<file path="src/design/frequency_ranked_band_list_macros.svh">
// assertion macros for the frequency ranked band list
`ifndef FREQUENCY_RANKED_BAND_LIST_MACROS_SVH
`define FREQUENCY_RANKED_BAND_LIST_MACROS_SVH

// property checked on every rising edge outside reset
`define FRBL_ASSERT(label, prop, msg) \
	label: assert property (@(posedge clk) disable iff (!arst_n) prop) \
		else $error(msg);

// condition in one cycle implies a consequence in the next
`define FRBL_ASSERT_NEXT(label, ante, cons, msg) \
	`FRBL_ASSERT(label, (ante) |=> (cons), msg)

`endif

</file>
<file path="src/design/frbl_pkg.sv">
// package with sizes, codes, types and helpers of the frequency ranked band list
`default_nettype none

package frbl_pkg;

	localparam int NUM_CHANNELS = 64;
	localparam int COUNT_WIDTH  = 16;
	localparam int STORE_DEPTH  = 64;
	localparam int LIST_CAP     = (NUM_CHANNELS < STORE_DEPTH) ? NUM_CHANNELS : STORE_DEPTH;

	// fixed field widths
	localparam int MODE_W = 2;
	localparam int CHAN_W = 6;
	localparam int SLOT_W = 6;
	localparam int POS_W  = 6;
	localparam int ECNT_W = 16;
	localparam int LLEN_W = 7;

	// store addressing and list length
	localparam int IDX_W = $clog2(STORE_DEPTH);
	localparam int LEN_W = $clog2(STORE_DEPTH + 1);

	localparam logic [LEN_W-1:0]       LIST_CAP_LEN = LEN_W'(LIST_CAP);
	localparam logic [COUNT_WIDTH-1:0] COUNT_MAX    = {COUNT_WIDTH{1'b1}};

	typedef enum logic [MODE_W-1:0] {
		MODE_BUMP   = 2'd0,
		MODE_REMOVE = 2'd1,
		MODE_READ   = 2'd2
	} mode_t;

	typedef enum logic [3:0] {
		ST_IDLE,
		ST_SCAN_RD,
		ST_SCAN_EV,
		ST_ABSENT,
		ST_MOVE_RD,
		ST_MOVE_EV,
		ST_PLACE,
		ST_SHIFT_RD,
		ST_SHIFT_EV,
		ST_READ_RD,
		ST_READ_EV,
		ST_EMIT
	} state_t;

	typedef struct packed {
		logic [CHAN_W-1:0]      channel;
		logic [COUNT_WIDTH-1:0] count;
	} entry_t;

	typedef struct packed {
		logic             en;
		logic [IDX_W-1:0] addr;
		entry_t           data;
	} wr_req_t;

	typedef struct packed {
		logic                   found;
		logic [IDX_W-1:0]       position;
		logic [CHAN_W-1:0]      channel;
		logic [COUNT_WIDTH-1:0] count;
		logic [LEN_W-1:0]       length;
	} result_t;

	// count raised by one, held at the maximum
	function automatic logic [COUNT_WIDTH-1:0] sat_inc(input logic [COUNT_WIDTH-1:0] c);
		logic [COUNT_WIDTH-1:0] r;
		r = (c == COUNT_MAX) ? c : c + COUNT_WIDTH'(1);
		return r;
	endfunction

endpackage

`default_nettype wire

</file>
<file path="src/design/frbl_req_if.sv">
// request channel carrying one list command item
`default_nettype none

interface frbl_req_if;
	logic                        valid;
	logic                        ready;
	logic [frbl_pkg::MODE_W-1:0] mode;
	logic [frbl_pkg::CHAN_W-1:0] channel;
	logic [frbl_pkg::SLOT_W-1:0] slot;

	modport source (output valid, mode, channel, slot, input ready);
	modport sink   (input valid, mode, channel, slot, output ready);
endinterface

`default_nettype wire

</file>
<file path="src/design/frbl_rsp_if.sv">
// response channel carrying one list result item
`default_nettype none

interface frbl_rsp_if;
	logic                        valid;
	logic                        ready;
	logic                        found;
	logic [frbl_pkg::POS_W-1:0]  position;
	logic [frbl_pkg::CHAN_W-1:0] entry_channel;
	logic [frbl_pkg::ECNT_W-1:0] entry_count;
	logic [frbl_pkg::LLEN_W-1:0] list_length;

	modport source (output valid, found, position, entry_channel, entry_count, list_length,
		input ready);
	modport sink   (input valid, found, position, entry_channel, entry_count, list_length,
		output ready);
endinterface

`default_nettype wire

</file>
<file path="src/design/frbl_store.sv">
// entry store: one write port, one read port with registered read data
`default_nettype none

module frbl_store (
	input  wire logic                        clk,
	input  wire frbl_pkg::wr_req_t           wr,
	input  wire logic [frbl_pkg::IDX_W-1:0]  rd_addr,
	output frbl_pkg::entry_t                 rd_data
);

	frbl_pkg::entry_t mem [frbl_pkg::STORE_DEPTH];

	// write port
	always_ff @(posedge clk) begin
		if (wr.en) begin
			mem[wr.addr] <= wr.data;
		end
	end

	// read port, read data registered
	always_ff @(posedge clk) begin
		rd_data <= mem[rd_addr];
	end

endmodule

`default_nettype wire

</file>
<file path="src/design/frequency_ranked_band_list.sv">
// Steps: a no-op or a read past the length goes straight to emit; a read reads one entry;
// an absent channel is a read and compare per entry, then an append if bumping and not full;
// a found bump then moves each entry it passes down by a read and a write-back, and a found
// remove shifts each later entry up the same way. One item at a time: the next is taken once
// the result is loaded into the output register, as every step is a read then a write-back
// through the store. Reset clears the list length and all control; the entry store is not
// cleared, as entries at or beyond the length are never read.
`default_nettype none

`include "frequency_ranked_band_list_macros.svh"

module frequency_ranked_band_list (
	input wire logic  clk,
	input wire logic  arst_n,
	frbl_req_if.sink  req,
	frbl_rsp_if.source rsp
);

	localparam int IDX_W = frbl_pkg::IDX_W;
	localparam int LEN_W = frbl_pkg::LEN_W;
	localparam int CW    = frbl_pkg::COUNT_WIDTH;

	frbl_pkg::state_t state_q, state_d;
	logic [LEN_W-1:0] len_q, len_d;

	// item being worked on
	logic [frbl_pkg::MODE_W-1:0] mode_q;
	logic [frbl_pkg::CHAN_W-1:0] ch_q;
	logic [IDX_W-1:0]            slot_q;
	logic [IDX_W-1:0]            idx_q, idx_d;
	logic [IDX_W-1:0]            pos_q, pos_d;
	logic [CW-1:0]               cnt_q, cnt_d;
	logic                        fnd_q, fnd_d;
	logic [frbl_pkg::CHAN_W-1:0] ech_q, ech_d;

	// output register
	logic               out_vld_q;
	frbl_pkg::result_t  out_q;
	logic               out_load;
	logic               accept;

	// store access
	frbl_pkg::wr_req_t wr;
	logic [IDX_W-1:0]  rd_addr;
	frbl_pkg::entry_t  rd_data;

	frbl_store u_store (
		.clk     (clk),
		.wr      (wr),
		.rd_addr (rd_addr),
		.rd_data (rd_data)
	);

	assign accept = req.valid && req.ready;

	// sequencer: search, then bubble up, shift down, append or read
	always_comb begin
		state_d  = state_q;
		len_d    = len_q;
		idx_d    = idx_q;
		pos_d    = pos_q;
		cnt_d    = cnt_q;
		fnd_d    = fnd_q;
		ech_d    = ech_q;
		rd_addr  = '0;
		wr       = '0;
		out_load = 1'b0;
		req.ready = 1'b0;

		unique case (state_q)
			frbl_pkg::ST_IDLE: begin
				req.ready = 1'b1;
				if (req.valid) begin
					idx_d = '0;
					pos_d = '0;
					cnt_d = '0;
					fnd_d = 1'b0;
					ech_d = '0;
					unique case (req.mode)
						frbl_pkg::MODE_BUMP, frbl_pkg::MODE_REMOVE: begin
							state_d = (len_q == '0) ? frbl_pkg::ST_ABSENT
								: frbl_pkg::ST_SCAN_RD;
						end
						frbl_pkg::MODE_READ: begin
							pos_d = IDX_W'(req.slot);
							state_d = (LEN_W'(req.slot) < len_q) ? frbl_pkg::ST_READ_RD
								: frbl_pkg::ST_EMIT;
						end
						default: begin
							state_d = frbl_pkg::ST_EMIT;
						end
					endcase
				end
			end
			frbl_pkg::ST_SCAN_RD: begin
				rd_addr = idx_q;
				state_d = frbl_pkg::ST_SCAN_EV;
			end
			frbl_pkg::ST_SCAN_EV: begin
				if (rd_data.channel == ch_q) begin
					fnd_d = 1'b1;
					ech_d = ch_q;
					pos_d = idx_q;
					if (mode_q == frbl_pkg::MODE_BUMP) begin
						cnt_d = frbl_pkg::sat_inc(rd_data.count);
						state_d = (idx_q == '0) ? frbl_pkg::ST_PLACE : frbl_pkg::ST_MOVE_RD;
					end else begin
						cnt_d = rd_data.count;
						if ((LEN_W'(idx_q) + LEN_W'(1)) < len_q) begin
							state_d = frbl_pkg::ST_SHIFT_RD;
						end else begin
							len_d = len_q - LEN_W'(1);
							state_d = frbl_pkg::ST_EMIT;
						end
					end
				end else if ((LEN_W'(idx_q) + LEN_W'(1)) < len_q) begin
					idx_d = idx_q + IDX_W'(1);
					state_d = frbl_pkg::ST_SCAN_RD;
				end else begin
					state_d = frbl_pkg::ST_ABSENT;
				end
			end
			frbl_pkg::ST_ABSENT: begin
				// append a new channel when bumping, unless the list is full
				if (mode_q == frbl_pkg::MODE_BUMP && len_q < frbl_pkg::LIST_CAP_LEN) begin
					wr.en = 1'b1;
					wr.addr = IDX_W'(len_q);
					wr.data.channel = ch_q;
					wr.data.count = CW'(1);
					len_d = len_q + LEN_W'(1);
					pos_d = IDX_W'(len_q);
					ech_d = ch_q;
					cnt_d = CW'(1);
				end
				state_d = frbl_pkg::ST_EMIT;
			end
			frbl_pkg::ST_MOVE_RD: begin
				rd_addr = idx_q - IDX_W'(1);
				state_d = frbl_pkg::ST_MOVE_EV;
			end
			frbl_pkg::ST_MOVE_EV: begin
				// entry above with a lower count drops one place
				if (rd_data.count < cnt_q) begin
					wr.en = 1'b1;
					wr.addr = idx_q;
					wr.data = rd_data;
					idx_d = idx_q - IDX_W'(1);
					state_d = (idx_q == IDX_W'(1)) ? frbl_pkg::ST_PLACE : frbl_pkg::ST_MOVE_RD;
				end else begin
					state_d = frbl_pkg::ST_PLACE;
				end
			end
			frbl_pkg::ST_PLACE: begin
				wr.en = 1'b1;
				wr.addr = idx_q;
				wr.data.channel = ch_q;
				wr.data.count = cnt_q;
				pos_d = idx_q;
				state_d = frbl_pkg::ST_EMIT;
			end
			frbl_pkg::ST_SHIFT_RD: begin
				rd_addr = idx_q + IDX_W'(1);
				state_d = frbl_pkg::ST_SHIFT_EV;
			end
			frbl_pkg::ST_SHIFT_EV: begin
				// close the gap left by the removed entry
				wr.en = 1'b1;
				wr.addr = idx_q;
				wr.data = rd_data;
				idx_d = idx_q + IDX_W'(1);
				if ((LEN_W'(idx_q) + LEN_W'(2)) < len_q) begin
					state_d = frbl_pkg::ST_SHIFT_RD;
				end else begin
					len_d = len_q - LEN_W'(1);
					state_d = frbl_pkg::ST_EMIT;
				end
			end
			frbl_pkg::ST_READ_RD: begin
				rd_addr = slot_q;
				state_d = frbl_pkg::ST_READ_EV;
			end
			frbl_pkg::ST_READ_EV: begin
				fnd_d = 1'b1;
				ech_d = rd_data.channel;
				cnt_d = rd_data.count;
				state_d = frbl_pkg::ST_EMIT;
			end
			frbl_pkg::ST_EMIT: begin
				if (!out_vld_q || rsp.ready) begin
					out_load = 1'b1;
					state_d = frbl_pkg::ST_IDLE;
				end
			end
			default: begin
				state_d = frbl_pkg::ST_IDLE;
			end
		endcase
	end

	// control state
	always_ff @(posedge clk or negedge arst_n) begin
		if (!arst_n) begin
			state_q <= frbl_pkg::ST_IDLE;
			len_q <= '0;
			out_vld_q <= 1'b0;
		end else begin
			state_q <= state_d;
			len_q <= len_d;
			if (out_load) begin
				out_vld_q <= 1'b1;
			end else if (rsp.ready) begin
				out_vld_q <= 1'b0;
			end
		end
	end

	// working registers of the item
	always_ff @(posedge clk) begin
		if (accept) begin
			mode_q <= req.mode;
			ch_q <= req.channel;
			slot_q <= IDX_W'(req.slot);
		end
		idx_q <= idx_d;
		pos_q <= pos_d;
		cnt_q <= cnt_d;
		fnd_q <= fnd_d;
		ech_q <= ech_d;
	end

	// result register
	always_ff @(posedge clk) begin
		if (out_load) begin
			out_q.found <= fnd_q;
			out_q.position <= pos_q;
			out_q.channel <= ech_q;
			out_q.count <= cnt_q;
			out_q.length <= len_q;
		end
	end

	assign rsp.valid         = out_vld_q;
	assign rsp.found         = out_q.found;
	assign rsp.position      = frbl_pkg::POS_W'(out_q.position);
	assign rsp.entry_channel = out_q.channel;
	assign rsp.entry_count   = frbl_pkg::ECNT_W'(out_q.count);
	assign rsp.list_length   = frbl_pkg::LLEN_W'(out_q.length);

	// states in which the store may be written, and the bubble stop condition
	logic wr_step;
	logic move_stop;
	logic emit_st;

	assign wr_step = (state_q == frbl_pkg::ST_ABSENT) || (state_q == frbl_pkg::ST_MOVE_EV) ||
		(state_q == frbl_pkg::ST_PLACE) || (state_q == frbl_pkg::ST_SHIFT_EV);
	assign move_stop = (state_q == frbl_pkg::ST_MOVE_EV) && (rd_data.count >= cnt_q);
	assign emit_st = (state_q == frbl_pkg::ST_EMIT);

	// checks
	`FRBL_ASSERT(a_len_cap, len_q <= frbl_pkg::LIST_CAP_LEN, "list length beyond capacity")
	`FRBL_ASSERT(a_wr_state, wr.en |-> wr_step, "store written outside a write step")
	`FRBL_ASSERT(a_rsp_from_emit, $rose(out_vld_q) |-> $past(emit_st), "result raised outside emit")
	`FRBL_ASSERT_NEXT(a_move_stop, move_stop, state_q == frbl_pkg::ST_PLACE, "bubble passed a count")

endmodule

`default_nettype wire
</file>
<file path="src/flat_wrapper.sv">
// flat-port wrapper written by rule: the top's interface ports become plain ports
module frequency_ranked_band_list_flat 
  (clk, arst_n, req_valid, req_mode, req_channel, req_slot, req_ready, rsp_valid, rsp_found, rsp_position, rsp_entry_channel, rsp_entry_count, rsp_list_length, rsp_ready);
  frbl_req_if req_i ();
  frbl_rsp_if rsp_i ();
  input wire logic clk;
  input wire logic arst_n;
  input wire logic [$bits(req_i.valid)-1:0] req_valid;
  input wire logic [$bits(req_i.mode)-1:0] req_mode;
  input wire logic [$bits(req_i.channel)-1:0] req_channel;
  input wire logic [$bits(req_i.slot)-1:0] req_slot;
  output wire logic [$bits(req_i.ready)-1:0] req_ready;
  output wire logic [$bits(rsp_i.valid)-1:0] rsp_valid;
  output wire logic [$bits(rsp_i.found)-1:0] rsp_found;
  output wire logic [$bits(rsp_i.position)-1:0] rsp_position;
  output wire logic [$bits(rsp_i.entry_channel)-1:0] rsp_entry_channel;
  output wire logic [$bits(rsp_i.entry_count)-1:0] rsp_entry_count;
  output wire logic [$bits(rsp_i.list_length)-1:0] rsp_list_length;
  input wire logic [$bits(rsp_i.ready)-1:0] rsp_ready;
  assign req_i.valid = req_valid;
  assign req_i.mode = req_mode;
  assign req_i.channel = req_channel;
  assign req_i.slot = req_slot;
  assign req_ready = req_i.ready;
  assign rsp_valid = rsp_i.valid;
  assign rsp_found = rsp_i.found;
  assign rsp_position = rsp_i.position;
  assign rsp_entry_channel = rsp_i.entry_channel;
  assign rsp_entry_count = rsp_i.entry_count;
  assign rsp_list_length = rsp_i.list_length;
  assign rsp_i.ready = rsp_ready;
  frequency_ranked_band_list u_core (.clk(clk), .arst_n(arst_n), .req(req_i), .rsp(rsp_i));
endmodule
</file>
<file path="config.mk">
export PLATFORM = sky130hd
export DESIGN_NAME = frequency_ranked_band_list_flat
export DESIGN_NICKNAME = d
export VERILOG_FILES = /design/src/design/frbl_pkg.sv /design/src/design/frbl_req_if.sv /design/src/design/frbl_rsp_if.sv /design/src/design/frbl_store.sv /design/src/design/frequency_ranked_band_list.sv /design/src/flat_wrapper.sv
export VERILOG_INCLUDE_DIRS = /design/src /design/src/design
export SDC_FILE = /design/constraint.sdc
export NUM_CORES = 2
export LEC_CHECK = 0
export BUFFER_PORTS_ARGS = -buffer_cell sky130_fd_sc_hd__buf_4
export CORE_MARGIN = 4
export CORE_UTILIZATION = 60
export DETAILED_ROUTE_END_ITERATION = 6
export PLACE_DENSITY = 0.76
export REMOVE_ABC_BUFFERS = 1
export SYNTH_ARGS = -nofsm -noshare
export SYNTH_HDL_FRONTEND = slang
export SYNTH_SLANG_ARGS = --single-unit
</file>
<file path="constraint.sdc">
create_clock -name clk -period 8.1 [get_ports clk]
set_clock_uncertainty 0.1 [all_clocks]
set_input_delay 1.215 -clock clk [delete_from_list [all_inputs] [get_ports clk]]
set_output_delay 1.215 -clock clk [all_outputs]
set_load 0.005 [all_outputs]
</file>
==> impl_metrics.tcl <==
set metrics [dict create \
    outcome "finished, violations left" \
    violations "DRC" \
    final_cell_area_mm2 0.06918 \
    power_density_mw_per_mm2 397.6 \
    grt_usage_pct 32.90 \
    synthCells 4673 \
    worstHoldPathType "in2async" \
    dr.pass1.iters 7 \
    grt_start_max_net_pins 180 \
    post_cts_buffers 0 \
    cts-root-buf "clkbuf_16" \
    hold_viol_final 0 \
    cp_max_fo 22 \
    setup_viol_count_final 0 \
    antenna_left 0 \
    cts_made_buffers 151 \
    rsz0062_at_grt "false" \
    leakagePower_nw 23.71 \
    grt_first_pass_wirelength_mm 261.5 \
    vias 41380 \
    required_ns 8.38 \
    fin_ws_ns 2.571 \
    p_total_mw 27.50 \
    yosysSeqAreaShare_pct 72.83 \
    drt-wirelength-per-cell_um 29.21 \
    die_h_um 330.9 \
    tritoncts "done" \
    netlist_top_cells_count "edfxtp_1, nand2_1, nand3_1" \
    drive_above_1_share_pct 10.86 \
    critPathCaptureType "register" \
    ios 56 \
    cp_cell_sequence "ha_1, a21o_1, a21oi_1, o21ai_0, a21oi_1, a21oi_1, o22ai_1, nand2_1, nor2_2" \
    clock.fmax_mhz 180.9 \
    clock_sinks 1527 \
    grt_antenna_before_repair 4 \
    critical_path_class "reg2reg" \
    ys_ff_latch 1527 \
    cp_common_cell "a21oi_1" \
    placed_area_mm2 0.06441 \
    nNetsFinal 4772 \
    final_cells 6205 \
    ys.flop_type "edfxtp_1" \
    first_iter_violations 6860 \
    final_max_slew_viol_count 0 \
    maxCapViolCount 0 \
    clk_latency_ns 0.78 \
    clockBufferDepth 3 \
    synth_top_cell_area_share_pct 71.65 \
    hold_buffers 0 \
    synth_enable_flop_cells 1493 \
    r2r_setup_slack_ns 2.57 \
    worstPathArrival_ns 5.81 \
    chipWidth_um 330.9 \
    core_mm2 0.1035 \
    drc 6 \
    die_area_mm2 0.1095 \
    syn-mean-instance-area_um2 13.39 \
    routed_wirelength_mm 181.2 \
    synthMostInstantiatedCell "edfxtp_1" \
    synth_cell_types 91 \
    numPortBuffers 55 \
    routabilityCongestion 0.9990 \
    final_util_pct 66.85 \
    area_growth_pct 10.56 \
    ys_async_sr_fraction_pct 0.7859 \
    dp_cells 5930 \
    pre_cts_ws_ns 2.815 \
    initial_core_util_pct 60.46 \
    tns_ns 0 \
    ys.warnings.count 0 \
    max_stage_delay_ns 1.14 \
    rows 118 \
    timing.final.crit_share_pct 68.26 \
    ir_drop_mv 0.4288 \
    start_kind "register" \
    grt.overflow.total 0 \
    grt_pass1_vias 39010 \
    worstMarginPinSlew_ns 1.369 \
    post_cts_resized 0 \
    cpMaxStageDelayCell "nor2_2" \
    max_slew_margin_pct 8.643 \
    htree_num_levels 4 \
    fin_crit_ns 5.529 \
    via_per_inst 6.668 \
    finalHoldWorstSlack_ns 0.1776 \
    syn_area_mm2 0.06257 \
    synth.area.top_cells "edfxtp_1, nand2_1, nand3_1" \
    synth_top_area_cell "edfxtp_1" \
    dp_hpwl_mm 106.6 \
    cts.clk_slew.worst_paths_ns 0.06 \
]
[cells by family (layout without fill, tap and decap cells)]
kind of cell / Yosys count / count (layout) / share of synthesized area, %
flip-flops: 1527 / 1527 / 72.83
AO/OA/AOI/OAI: 571 / 571 / 6.247
adder cells (fa/ha/maj): 52 / 52 / 1.048
AND/OR/NAND/NOR: 2028 / 2028 / 14.07
multiplexers: 136 / 136 / 2.471
buffers and inverters: 326 / 476 / 2.867
XOR/XNOR: 33 / 33 / 0.4619
other: 0 / 2 / 0
[routing by layer]
metal	track usage, %	wire (um)	vias to the layer above
li1	-	-	17450
met1	43.56	62920	20160
met2	49.14	80740	3186
met3	9.294	25110	580
met4	19.38	12420	4
met5	0	31	-
[path summary, 6_finish.rpt]
kind                                               end  cells after the start                        from
hold / removal                         u_core.len_q[6]                      1                      arst_n
setup / recovery            u_core.u_store.mem[56][11]                      9  u_core.u_store.rd_data[14]
hold reg to reg            u_core.rsp.entry_channel[1]                      0             u_core.ech_q[1]
setup reg to reg            u_core.u_store.mem[56][11]                      9  u_core.u_store.rd_data[14]
min in group clk           u_core.rsp.entry_channel[1]                      0             u_core.ech_q[1]
max in group asynchronous              u_core.len_q[4]                      1                      arst_n
[worst max-delay path: cells and delay by family, from the launching register on]
family / cells / cell delay, ns
and+or+nand+nor: 2 / 1.65
AOI/OAI and AO/OA: 6 / 2.10
adders and majority gates: 1 / 0.38
DFF: 1 / 0.87
[layout make-up]
| class | count | area, um2 |
|---|---|---|
| sequential | 1527 | 45570 |
| fill | 6953 | 34310 |
| multi-input combinational | 2820 | 15600 |
| clock buffer | 186 | 3971 |
| tap | 1380 | 1727 |
| timing repair buffer | 163 | 1369 |
| clock inverter | 87 | 793.3 |
| inverter | 40 | 150.1 |
| antenna | 2 | 5.005 |
[flip-flops by register name, indices dropped and copies added, names as in the netlist, 6 cells and up]
register	count
u_core.ech_q	6
u_core.rsp.entry_count	16
u_core.cnt_q	16
u_core.rsp.entry_channel	6
u_core.u_store.mem	1408
u_core.u_store.rd_data	22
u_core.len_q	7
u_core.pos_q	6
u_core.idx_q	6
u_core.rsp.position	6
u_core.ch_q	6
u_core.rsp.list_length	7
u_core.slot_q	6
[layout by cell type, fill, tap and decap left out, drive strengths merged, types with 26 or more instances in the layout]
| master | instances |
|---|---|
| edfxtp | 1493 |
| nand2 | 1190 |
| nand3 | 522 |
| clkbuf | 186 |
| buf | 163 |
| nor2 | 149 |
| a21oi | 130 |
| mux2i | 114 |
| a31oi | 90 |
| o21ai | 67 |
| clkinv | 64 |
| ha | 50 |
| inv | 49 |
| a32oi | 45 |
| nand4 | 43 |
| and3 | 32 |
| a22oi | 26 |
[power breakdown]
| group | switching [mW] | internal (mW) | leakage (nW) |
|---|---|---|---|
| Clock | 2.98 | 3.83 | 2.32 |
| Sequential | 0.427 | 9.86 | 14.1 |
| Combinational | 7.76 | 2.65 | 7.27 |
| Total | 11.2 | 16.3 | 23.7 |
No activity file was read; power rests on OpenSTA's default activity.
